===== config.mk =====
export PLATFORM = sky130hd
export DESIGN_NAME = serial_line_editor
export DESIGN_NICKNAME = d
export VERILOG_FILES = /design/src/sv/sle_pkg.sv /design/src/sv/sle_ctrl.sv /design/src/sv/sle_dp.sv /design/src/sv/serial_line_editor.sv
export SDC_FILE = /design/constraint.sdc
export NUM_CORES = 1
export LEC_CHECK = 0
export ABC_AREA = 1
export BUFFER_PORTS_ARGS = -buffer_cell sky130_fd_sc_hd__buf_2
export CAP_MARGIN = 15
export CORE_AREA = 2 2 130 132
export DETAILED_ROUTE_END_ITERATION = 7
export DIE_AREA = 0 0 132 134
export HOLD_SLACK_MARGIN = 0.02
export PLACE_DENSITY = 0.58
export REMOVE_ABC_BUFFERS = 1
export SKIP_CTS_REPAIR_TIMING = 1
export SYNTH_ARGS = -nofsm -noshare
export SYNTH_HDL_FRONTEND = slang
export SYNTH_SLANG_ARGS = --single-unit

===== constraint.sdc =====
create_clock -name i_clk -period 4.79 [get_ports i_clk]
set_clock_uncertainty 0.2 [all_clocks]
set_input_delay 0.2395 -clock i_clk [delete_from_list [all_inputs] [get_ports i_clk]]
set_output_delay 0.2395 -clock i_clk [all_outputs]
set_load 0.02 [all_outputs]

===== src/sv/sle_pkg.sv =====
// shared types and constants of the serial line editor
package sle_pkg;

    localparam logic [7:0] CH_ETX   = 8'h03;
    localparam logic [7:0] CH_BS    = 8'h08;
    localparam logic [7:0] CH_LF    = 8'h0A;
    localparam logic [7:0] CH_CR    = 8'h0D;
    localparam logic [7:0] CH_NAK   = 8'h15;
    localparam logic [7:0] CH_SP    = 8'h20;
    localparam logic [7:0] CH_GT    = 8'h3E;
    localparam logic [7:0] CH_C     = 8'h43;
    localparam logic [7:0] CH_CARET = 8'h5E;
    localparam logic [7:0] CH_TILDE = 8'h7E;
    localparam logic [7:0] CH_DEL   = 8'h7F;

    typedef logic [2:0] t_cls;
    localparam t_cls CLS_NONE   = 3'd0;
    localparam t_cls CLS_PRINT  = 3'd1;
    localparam t_cls CLS_ERASE  = 3'd2;
    localparam t_cls CLS_CANCEL = 3'd3;
    localparam t_cls CLS_KILL   = 3'd4;
    localparam t_cls CLS_ENTER  = 3'd5;

    typedef logic [3:0] t_sel;
    localparam t_sel SEL_RX    = 4'd0;
    localparam t_sel SEL_BS    = 4'd1;
    localparam t_sel SEL_SP    = 4'd2;
    localparam t_sel SEL_CARET = 4'd3;
    localparam t_sel SEL_C     = 4'd4;
    localparam t_sel SEL_CR    = 4'd5;
    localparam t_sel SEL_LF    = 4'd6;
    localparam t_sel SEL_GT    = 4'd7;
    localparam t_sel SEL_LINE  = 4'd8;

    typedef struct packed {
        logic take;
        logic store;
        logic dec_fill;
        logic clr_fill;
        logic idx_clr;
        logic idx_inc;
        logic emit;
        t_sel sel;
        logic last;
    } t_cmd;

    typedef struct packed {
        t_cls cls;
        logic fill_zero;
        logic fill_one;
        logic fill_full;
        logic idx_last;
        logic out_free;
    } t_stat;

endpackage


===== src/sv/sle_ctrl.sv =====
// sequencing state machine of the serial line editor
module sle_ctrl
    import sle_pkg::*;
(
    input  logic  i_clk,
    input  logic  i_rst_n,
    input  logic  i_in_valid,
    output logic  o_in_ready,
    input  t_stat i_stat,
    output t_cmd  o_cmd
);

    localparam logic [2:0] ST_IDLE   = 3'd0;
    localparam logic [2:0] ST_ECHO   = 3'd1;
    localparam logic [2:0] ST_ERASE  = 3'd2;
    localparam logic [2:0] ST_CARET  = 3'd3;
    localparam logic [2:0] ST_CRLF   = 3'd4;
    localparam logic [2:0] ST_LINE   = 3'd5;
    localparam logic [2:0] ST_PROMPT = 3'd6;

    logic [2:0] r_state, n_state;
    logic [1:0] r_phase, n_phase;
    logic       r_multi, n_multi;
    logic       w_emit;

    assign o_in_ready = (r_state == ST_IDLE);
    assign w_emit     = (r_state != ST_IDLE) && i_stat.out_free;

    always_comb begin
        n_state = r_state;
        n_phase = r_phase;
        n_multi = r_multi;
        o_cmd   = '0;
        o_cmd.sel  = SEL_RX;
        o_cmd.emit = w_emit;
        unique case (r_state)
            ST_IDLE: begin
                if (i_in_valid) begin
                    o_cmd.take = 1'b1;
                    n_phase    = 2'd0;
                    case (i_stat.cls)
                        CLS_ENTER: n_state = ST_CRLF;
                        CLS_ERASE: begin
                            if (!i_stat.fill_zero) begin
                                n_state = ST_ERASE;
                                n_multi = 1'b0;
                            end
                        end
                        CLS_KILL: begin
                            if (!i_stat.fill_zero) begin
                                n_state = ST_ERASE;
                                n_multi = 1'b1;
                            end
                        end
                        CLS_CANCEL: begin
                            o_cmd.clr_fill = 1'b1;
                            n_state        = ST_CARET;
                        end
                        CLS_PRINT: begin
                            if (!i_stat.fill_full) begin
                                o_cmd.store = 1'b1;
                                n_state     = ST_ECHO;
                            end
                        end
                        default: n_state = ST_IDLE;
                    endcase
                end
            end
            ST_ECHO: begin
                o_cmd.sel  = SEL_RX;
                o_cmd.last = 1'b1;
                if (w_emit) begin
                    n_state = ST_IDLE;
                end
            end
            ST_ERASE: begin
                o_cmd.sel  = (r_phase == 2'd1) ? SEL_SP : SEL_BS;
                o_cmd.last = (r_phase == 2'd2) && (!r_multi || i_stat.fill_one);
                if (w_emit) begin
                    if (r_phase == 2'd2) begin
                        o_cmd.dec_fill = 1'b1;
                        n_phase        = 2'd0;
                        if (o_cmd.last) begin
                            n_state = ST_IDLE;
                        end
                    end else begin
                        n_phase = r_phase + 2'd1;
                    end
                end
            end
            ST_CARET: begin
                o_cmd.sel = (r_phase == 2'd0) ? SEL_CARET : SEL_C;
                if (w_emit) begin
                    if (r_phase == 2'd0) begin
                        n_phase = 2'd1;
                    end else begin
                        n_phase = 2'd0;
                        n_state = ST_CRLF;
                    end
                end
            end
            ST_CRLF: begin
                o_cmd.sel = (r_phase == 2'd0) ? SEL_CR : SEL_LF;
                if (w_emit) begin
                    if (r_phase == 2'd0) begin
                        n_phase = 2'd1;
                    end else begin
                        n_phase       = 2'd0;
                        o_cmd.idx_clr = 1'b1;
                        n_state       = i_stat.fill_zero ? ST_PROMPT : ST_LINE;
                    end
                end
            end
            ST_LINE: begin
                o_cmd.sel = SEL_LINE;
                if (w_emit) begin
                    o_cmd.idx_inc = 1'b1;
                    if (i_stat.idx_last) begin
                        n_state = ST_PROMPT;
                    end
                end
            end
            ST_PROMPT: begin
                o_cmd.sel  = (r_phase == 2'd0) ? SEL_GT : SEL_SP;
                o_cmd.last = (r_phase == 2'd1);
                if (w_emit) begin
                    if (r_phase == 2'd0) begin
                        n_phase = 2'd1;
                    end else begin
                        n_phase        = 2'd0;
                        o_cmd.clr_fill = 1'b1;
                        n_state        = ST_IDLE;
                    end
                end
            end
            default: n_state = ST_IDLE;
        endcase
    end

    always_ff @(posedge i_clk) begin
        if (!i_rst_n) begin
            r_state <= ST_IDLE;
            r_phase <= 2'd0;
            r_multi <= 1'b0;
        end else begin
            r_state <= n_state;
            r_phase <= n_phase;
            r_multi <= n_multi;
        end
    end

endmodule


===== src/sv/sle_dp.sv =====
// line store, fill count, byte decode and output register
module sle_dp
    import sle_pkg::*;
#(
    parameter int BUFFER_BYTES = 16
) (
    input  logic       i_clk,
    input  logic       i_rst_n,
    input  logic [7:0] i_rx_byte,
    input  logic       i_out_ready,
    input  t_cmd       i_cmd,
    output t_stat      o_stat,
    output logic       o_out_valid,
    output logic [7:0] o_out_byte,
    output logic       o_dest,
    output logic       o_line_end,
    output logic       o_last
);

    localparam int LINE_CAP = BUFFER_BYTES - 1;
    localparam int FILL_W   = $clog2(BUFFER_BYTES);
    localparam int IDX_W    = (LINE_CAP > 1) ? $clog2(LINE_CAP) : 1;
    localparam logic [FILL_W-1:0] FILL_CAP = FILL_W'(LINE_CAP);
    localparam logic [FILL_W-1:0] FILL_ONE = FILL_W'(1);

    logic [6:0]        r_store [LINE_CAP];
    logic [FILL_W-1:0] r_fill;
    logic [IDX_W-1:0]  r_idx;
    logic [7:0]        r_rx;
    logic              r_out_valid;
    logic [7:0]        r_out_byte;
    logic              r_dest;
    logic              r_line_end;
    logic              r_last;
    logic [7:0]        w_byte;
    logic [7:0]        w_line_char;
    t_cls              w_cls;

    always_comb begin
        unique case (i_rx_byte) inside
            CH_CR, CH_LF:     w_cls = CLS_ENTER;
            CH_DEL, CH_BS:    w_cls = CLS_ERASE;
            CH_ETX:           w_cls = CLS_CANCEL;
            CH_NAK:           w_cls = CLS_KILL;
            [CH_SP:CH_TILDE]: w_cls = CLS_PRINT;
            default:          w_cls = CLS_NONE;
        endcase
    end

    assign w_line_char = {1'b0, r_store[r_idx]};

    always_comb begin
        case (i_cmd.sel)
            SEL_RX:    w_byte = r_rx;
            SEL_BS:    w_byte = CH_BS;
            SEL_SP:    w_byte = CH_SP;
            SEL_CARET: w_byte = CH_CARET;
            SEL_C:     w_byte = CH_C;
            SEL_CR:    w_byte = CH_CR;
            SEL_LF:    w_byte = CH_LF;
            SEL_GT:    w_byte = CH_GT;
            SEL_LINE:  w_byte = w_line_char;
            default:   w_byte = CH_SP;
        endcase
    end

    assign o_stat.cls       = w_cls;
    assign o_stat.fill_zero = (r_fill == '0);
    assign o_stat.fill_one  = (r_fill == FILL_ONE);
    assign o_stat.fill_full = (r_fill == FILL_CAP);
    assign o_stat.idx_last  = ((FILL_W'(r_idx) + FILL_ONE) == r_fill);
    assign o_stat.out_free  = !r_out_valid || i_out_ready;

    always_ff @(posedge i_clk) begin
        if (!i_rst_n) begin
            r_fill      <= '0;
            r_idx       <= '0;
            r_out_valid <= 1'b0;
        end else begin
            if (i_cmd.store) begin
                r_fill <= r_fill + FILL_ONE;
            end else if (i_cmd.clr_fill) begin
                r_fill <= '0;
            end else if (i_cmd.dec_fill) begin
                r_fill <= r_fill - FILL_ONE;
            end
            if (i_cmd.idx_clr) begin
                r_idx <= '0;
            end else if (i_cmd.idx_inc) begin
                r_idx <= r_idx + IDX_W'(1);
            end
            if (i_cmd.emit) begin
                r_out_valid <= 1'b1;
            end else if (i_out_ready) begin
                r_out_valid <= 1'b0;
            end
        end
    end

    always_ff @(posedge i_clk) begin
        if (i_cmd.take) begin
            r_rx <= i_rx_byte;
        end
        if (i_cmd.store) begin
            r_store[r_fill[IDX_W-1:0]] <= i_rx_byte[6:0];
        end
        if (i_cmd.emit) begin
            r_out_byte <= w_byte;
            r_dest     <= (i_cmd.sel == SEL_LINE);
            r_line_end <= (i_cmd.sel == SEL_LINE) && o_stat.idx_last;
            r_last     <= i_cmd.last;
        end
    end

    assign o_out_valid = r_out_valid;
    assign o_out_byte  = r_out_byte;
    assign o_dest      = r_dest;
    assign o_line_end  = r_line_end;
    assign o_last      = r_last;

endmodule


===== src/sv/serial_line_editor.sv =====
// top level of the serial line editor
//
//  channel | direction | handshake              | payload
//  --------+-----------+------------------------+----------------------------------
//  in      | input     | i_in_valid / o_in_ready | i_rx_byte
//  out     | output    | o_out_valid / i_out_ready | o_out_byte o_dest o_line_end o_last
//
// a byte that causes results is taken in a transfer, then each result passes
// through the single output register; a byte with no result is only taken,
// ctrl+u on a full line emits backspace, space, backspace for each stored byte
// reset empties the line and the output register, no clearing pass
// a stalled output holds the sequencer; the next byte is taken while the last
// result of the previous one still waits
module serial_line_editor
    import sle_pkg::*;
#(
    parameter int BUFFER_BYTES = 16
) (
    input  logic       i_clk,
    input  logic       i_rst_n,
    input  logic       i_in_valid,
    output logic       o_in_ready,
    input  logic [7:0] i_rx_byte,
    output logic       o_out_valid,
    input  logic       i_out_ready,
    output logic [7:0] o_out_byte,
    output logic       o_dest,
    output logic       o_line_end,
    output logic       o_last
);

    t_cmd  w_cmd;
    t_stat w_stat;

    sle_ctrl u_ctrl (
        .i_clk      (i_clk),
        .i_rst_n    (i_rst_n),
        .i_in_valid (i_in_valid),
        .o_in_ready (o_in_ready),
        .i_stat     (w_stat),
        .o_cmd      (w_cmd)
    );

    sle_dp #(
        .BUFFER_BYTES (BUFFER_BYTES)
    ) u_dp (
        .i_clk       (i_clk),
        .i_rst_n     (i_rst_n),
        .i_rx_byte   (i_rx_byte),
        .i_out_ready (i_out_ready),
        .i_cmd       (w_cmd),
        .o_stat      (w_stat),
        .o_out_valid (o_out_valid),
        .o_out_byte  (o_out_byte),
        .o_dest      (o_dest),
        .o_line_end  (o_line_end),
        .o_last      (o_last)
    );

endmodule

## Yosys cells after proc, flatten, opt, wreduce, memory -nomap -nowiden

Memories as Yosys holds them, arrays and structs flattened. A register that Yosys moved wholly into a read port is not among the register bits.
Cells that the tools add are included.
W data, S select, Z words.

| word-level totals | value |
|---|---|
| flip-flop bits (word level) | 34 |
| latch bits | 0 |
| RAM bits | 105 |
| memory bits (read-only) | 0 |
| input port bits | 12 |
| logic and storage cells | 150 |
| memories | 1 |

| cells by class | value |
|---|---|
| add/sub/neg operators | 4 |
| multiply operators | 0 |
| divide/modulo/power cells | 0 |
| order comparisons | 2 |
| equal/unequal tests | 47 |
| shift operators | 0 |
| muxes and demuxes | 59 |
| bitwise gates (word level) | 1 |
| reduce and logical (&&, ||, !) cells | 25 |

Memory list:

| memory | depth | width | rd ports | clocked after memory_dff | write ports | RTL line | text |
|---|---|---|---|---|---|---|---|
| u_dp.r_store | 15 | 7 | 1 | 1 | 1 | sle_dp.sv:26 | `logic [6:0] r_store [LINE_CAP];` |

Operator list:

| operator | count |
|---|---|
| $pmux W8 S8 | 1 |
| $mux W3 | 17 |
| $eq A8 B4 Y1 const B | 3 |
| $pmux W3 S7 | 1 |
| $mux W4 | 5 |
| $ne A2 B1 Y1 const B | 10 |
| $pmux W4 S5 | 1 |
| $mux W1 | 19 |
| $mux W2 | 9 |
| $eq A4 B3 Y1 const B | 4 |
| $eq A3 B3 Y1 const B | 5 |
| $pmux W3 S5 | 1 |
| $reduce_and A15 Y1 | 1 |
| $eq A3 B2 Y1 const B | 4 |
| $ne A2 B2 Y1 const B | 6 |
| $pmux W3 S4 | 1 |
| $reduce_bool A3 Y1 | 3 |
| $add A4 B1 Y4 const B | 2 |
| $eq A4 B1 Y1 const B | 2 |
| $eq A4 B4 Y1 const B | 2 |
| $eq A8 B2 Y1 const B | 1 |
| $eq A8 B5 Y1 const B | 1 |
| $eq A8 B7 Y1 const B | 1 |
| $ge A8 B6 Y1 const B | 1 |
| other kinds (24) | 37 |

## Logic depth before layout (Yosys ltp)

| logic depth | value |
|---|---|
| depth in word-level cells | 9 |
| depth in mapped cells | 12 |
| mapped depth without buffers | 12 |

## By module

Synthesis repeated with hierarchy kept, for this count alone.

| second synthesis, totals | value |
|---|---|
| cells, all modules | 731 |
| area, all modules | 6861.6 um^2 |

Modules (own cells, without submodules):

| module | times used | cells each | area an instance (um^2) | sequential area each (um^2) |
|---|---|---|---|---|
| sle_dp | 1 | 587 | 6012.0 | 3983.8 |
| sle_ctrl | 1 | 144 | 849.6 | 120.1 |

## Worst setup path after synthesis

OpenSTA, ideal clock, no wires.

| timing path | value |
|---|---|
| path type | register -> register |
| start | register u_ctrl.r_state[1] |
| end | register u_dp.r_fill[2] |
| library setup time | 116 ps |
| arrival time | 1879 ps |
| required time | 4474 ps |
| slack | 2596 ps |
| cell stages (with the launch flop) | 10 |
| path buffers | 0 |
| clock period less this slack | 2194 ps |
| path through | dfxtp_1 > nor2_4 > nand2_4 > inv_1 > nor2_1 > nand3_1 > nand2_4 > inv_1 > nor2_1 > nor2_1 |

| between the ends | value |
|---|---|
| elaborated cells between the ends (all ways) | 13 |

RTL lines:

| what | RTL line | text |
|---|---|---|
| start, declared | sle_ctrl.sv:21 | `logic [2:0] r_state, n_state;` |
| start signal, assigned | sle_ctrl.sv:146 | `r_state <= n_state;` |
| $logic_not A3 Y1 * | n/a |  |
| via o_in_ready | serial_line_editor.sv:22 | `output logic o_in_ready,` |
| $pmux W1 S2 | sle_ctrl.sv:36 | `unique case (r_state)` |
| $mux W4 | sle_dp.sv:82 | `end else if (i_cmd.clr_fill) begin` |
| $mux W4 | sle_dp.sv:80 | `if (i_cmd.store) begin` |
| end signal, assigned | sle_dp.sv:81 | `r_fill <= r_fill + FILL_ONE;` |
| end signal, assigned | sle_dp.sv:85 | `r_fill <= r_fill - FILL_ONE;` |
| end, declared | sle_dp.sv:27 | `logic [FILL_W-1:0] r_fill;` |

The timed path passes the listed nets; every way through them passes the cells marked *.
A chain may end at the register's enable or synchronous reset.

==> key figures <==
Final layout
  – Fill cell count: 1539
  – Layout cell share with drive strength beyond 1: 10.33%
  – Antenna cells: 0
  – Area Growth Syn to Fin: 16.07%
  – Post-Route Utilization: a little under half
  – Final instance area: 7455 sq um
  – Fin cells: 917
  – Nets: 702

Synth
  – Yosys top cell area share: 57.98%
  – Syn_area_per_cell: between 9 and 10 sq um
  – Top post-synthesis cells by area: edfxtp_1, nand2_1, nand3_1, dfxtp_1, nor2_1
  – Multiplexer area fraction after synthesis: 0%
  – Cell with the most instances after synthesis: nand2_1
  – Adder-cell share of the synthesized area: 1.169%
  – YS warnings: 0
  – EDFF count, synth: 124
  – Largest family of logic cells by synthesized area: simple AND/OR/NAND/NOR gates
  – Synth cell count leaders: nand2_1, edfxtp_1, nand3_1
  – Post-Synthesis Cells: 658
  – Primary FF master, synth: edfxtp_1
  – #FFs+latches synth: roughly 140
  – Post-Syn Area: 6422 sq um
  – Yosys top cell by area: edfxtp_1
  – Async SR Flop Fraction: 0%
  – Synth Area in Simple Gates: around 26%
  – Post-Synth XOR/XNOR Area: 0.2727%
  – Sequential share of the synthesized area: 63.90%
  – Synth Area in Compound Gates: 4.656%
  – Cell variety after synth: 31

Critical path
  – Crit path required time: 4.74 ns
  – CP cell instances: buf_4 > inv_1 > buf_4 > nand2_1 > nand3_1 > nand3_1 > nand3_1 > nand3_1 > nand4_1
  – FF-to-FF setup slack: 2.05 ns
  – FF-to-FF path depth: 9
  – CP Data Arrival Time: 2.69 ns
  – Crit path top cell by count: nand3_1
  – Max Fanout on Critical Path: 50
  – Setup CP Type: flop to flop
  – Reg-to-reg endpoint: u_dp.o_out_byte[3]
  – CP delay by family, top: buffers and inverters
  – Critical path's largest stage delay: between 0.4 and 0.5 ns
  – Critical path endpoint category: flop
  – CP startpoint kind: flop
  – Slowest library cell on the worst path: buf_4
  – Stages on the worst setup path: 9
  – WP buf/inv: 3

Floorplanning
  – Die X: 132 microns
  – Height of the die: 134 microns
  – Core ar.: between 15000 and 20000 sq um
  – Row cnt: 47
  – Die ar.: 17690 sq um
  – Starting Density: 39.43%
  – Ports: 25

Placement
  – Placed insts: 883
  – HPWL after detailed placement: 10050 microns
  – Placement-stage cell area: 6751 sq um
  – Final GP Congestion: 0.8498
  – PortBufs: 24

Routing
  – Vias: 4677
  – Routed vias/inst: 5.100
  – Post-DRT Antenna Nets: 0
  – DRT Wirelength: 15100 microns
  – Iter 0 DRT Violations: 383
  – DR pass1 iterations: 5
  – DRC: 0
  – Average wire per standard cell: around 16 microns

Clocking
  – Number of clock sinks: 143
  – CTS Root Cell: clkbuf_16
  – # H-tree levels: 4
  – Clk slew on worst S/H paths: ~0.060 ns
  – CTS tree: built
  – Clk_lat worst skew: 0.43 ns
  – Clock buffer depth: 2
  – Num CTS Buffers: 17

Flow run
  – Max-cap viol count: 0

Global routing
  – First-pass GRT wire length: 24400 microns
  – GRT Overall Usage: 18.20%
  – Pin count of the biggest net entering global routing: ~50
  – Initial antenna violation count: 0
  – Vias in the first global route: 4696
  – Gr ovfl total: 0

Outcome
  – Outcome: finished clean

Timing
  – Setup tns final: 0 ns
  – Final Hold Fails: 0
  – Worst slew pin tran: around 0.96 ns
  – Relative slew slack: 35.78%
  – Peak Freq: 364.9 MHz
  – Final setup fails: 0
  – Slew Viols, Final: 0
  – RSZ-0062 raised after global routing: false
  – Final period util: 57.22%
  – Clock period minus worst slack: approximately 2.7 ns

Worst hold path
  – HP Class: input port to flop
  – Cells on Worst Hold Path: 1
  – WHS Endpoint: u_dp.r_store[3][5]
  – HP Start: i_rx_byte[5]

Pwr
  – Leak pwr: 2.830 nW
  – Pwr per Cell Area: 517.4 nW/um^2
  – Peak VDD IR: 0.0002389 V
[worst max-delay path by stage]
stage | endpoint | slack, ns
after CTS | u_dp.o_out_byte[4] | 2.08
after global placement | u_dp.o_out_byte[3] | 2.09
after floorplan | u_dp.o_out_byte[6] | 1.83
after detailed placement | u_dp.r_store[6][6] | 2.05
after global routing | u_dp.o_out_byte[3] | 1.77
final | u_dp.o_out_byte[3] | 2.05
[logic make-up (layout without fill, tap and decap cells)]
kind of cell | Yosys count | in the layout
and+or+nand+nor | 382 | 382
xor gates and xnor gates | 2 | 2
AOI/OAI and AO/OA | 52 | 52
buffers and inverters | 73 | 112
adders and majority gates | 6 | 6
DFF | 143 | 143
[cell type report]
type / instances / area, sq um / area share [%]
Inverter: 50 / 187.7 / 2.518
Clock inverter: 14 / 254.0 / 3.407
Clock buffer: 18 / 429.2 / 5.757
Timing Repair Buffer: 30 / 170.2 / 2.283
Multi-Input combinational cell: 442 / 2034 / 27.29
Tap cell: 220 / 275.3 / 3.693
Sequential cell: 143 / 4104 / 55.05
[per-layer routing]
layer	routed length, microns	vias to the layer above	track usage [%]
met4	299	0	7.729
met1	6788	2252	22.98
met5	0	-	0
met2	7304	118	30.38
met3	703	23	4.006
li1	-	2284	-
[metrics by stage]
stage | hold slack, ns | setup slack, ns | power, W
after detailed placement | 0.2645 | 2.054 | 0.002353
after global placement | 0.2639 | 2.091 | 0.002342
after global routing | 0.06154 | 1.769 | 0.004036
final | 0.06494 | 2.049 | 0.003857
after CTS | -0.1592 | 2.082 | 0.003873
after floorplan | 0.1384 | 1.834 | 0.002109
[cells in the final DEF, fill, tap and decap left out, types with 7 or more instances in the layout]
cell type / count
nand4_1: 8
dfxtp_1: 19
inv_1: 47
buf_2: 24
o31ai_1: 7
edfxtp_1: 124
nand3_1: 89
o21ai_0: 16
clkbuf_16: 17
nand2_1: 193
a21oi_1: 21
nor2_1: 77
[registers in the layout, summed over array words and instances, names as in the netlist, named ones only]
signal            count
u_dp.o_out_byte       8
u_dp.r_store        105
u_ctrl.r_multi        1
u_ctrl.r_phase        2
u_ctrl.r_state        3
u_dp.r_rx             8
u_dp.o_out_valid      1
u_dp.o_dest           1
u_dp.r_fill           4
u_dp.o_last           1
u_dp.r_idx            4
u_dp.o_line_end       1
[report_power, final]
part | switching (W) | leakage [nW] | total (W) | internal (W)
Clock | 0.000535 | 0.329 | 0.00152 | 0.000988
Sequential | 0.0000551 | 1.28 | 0.00155 | 0.00150
Combinational | 0.000546 | 1.22 | 0.000779 | 0.000233
Total | 0.00114 | 2.83 | 0.00386 | 0.00272
Note: power is estimated with default switching activity, not from simulation.
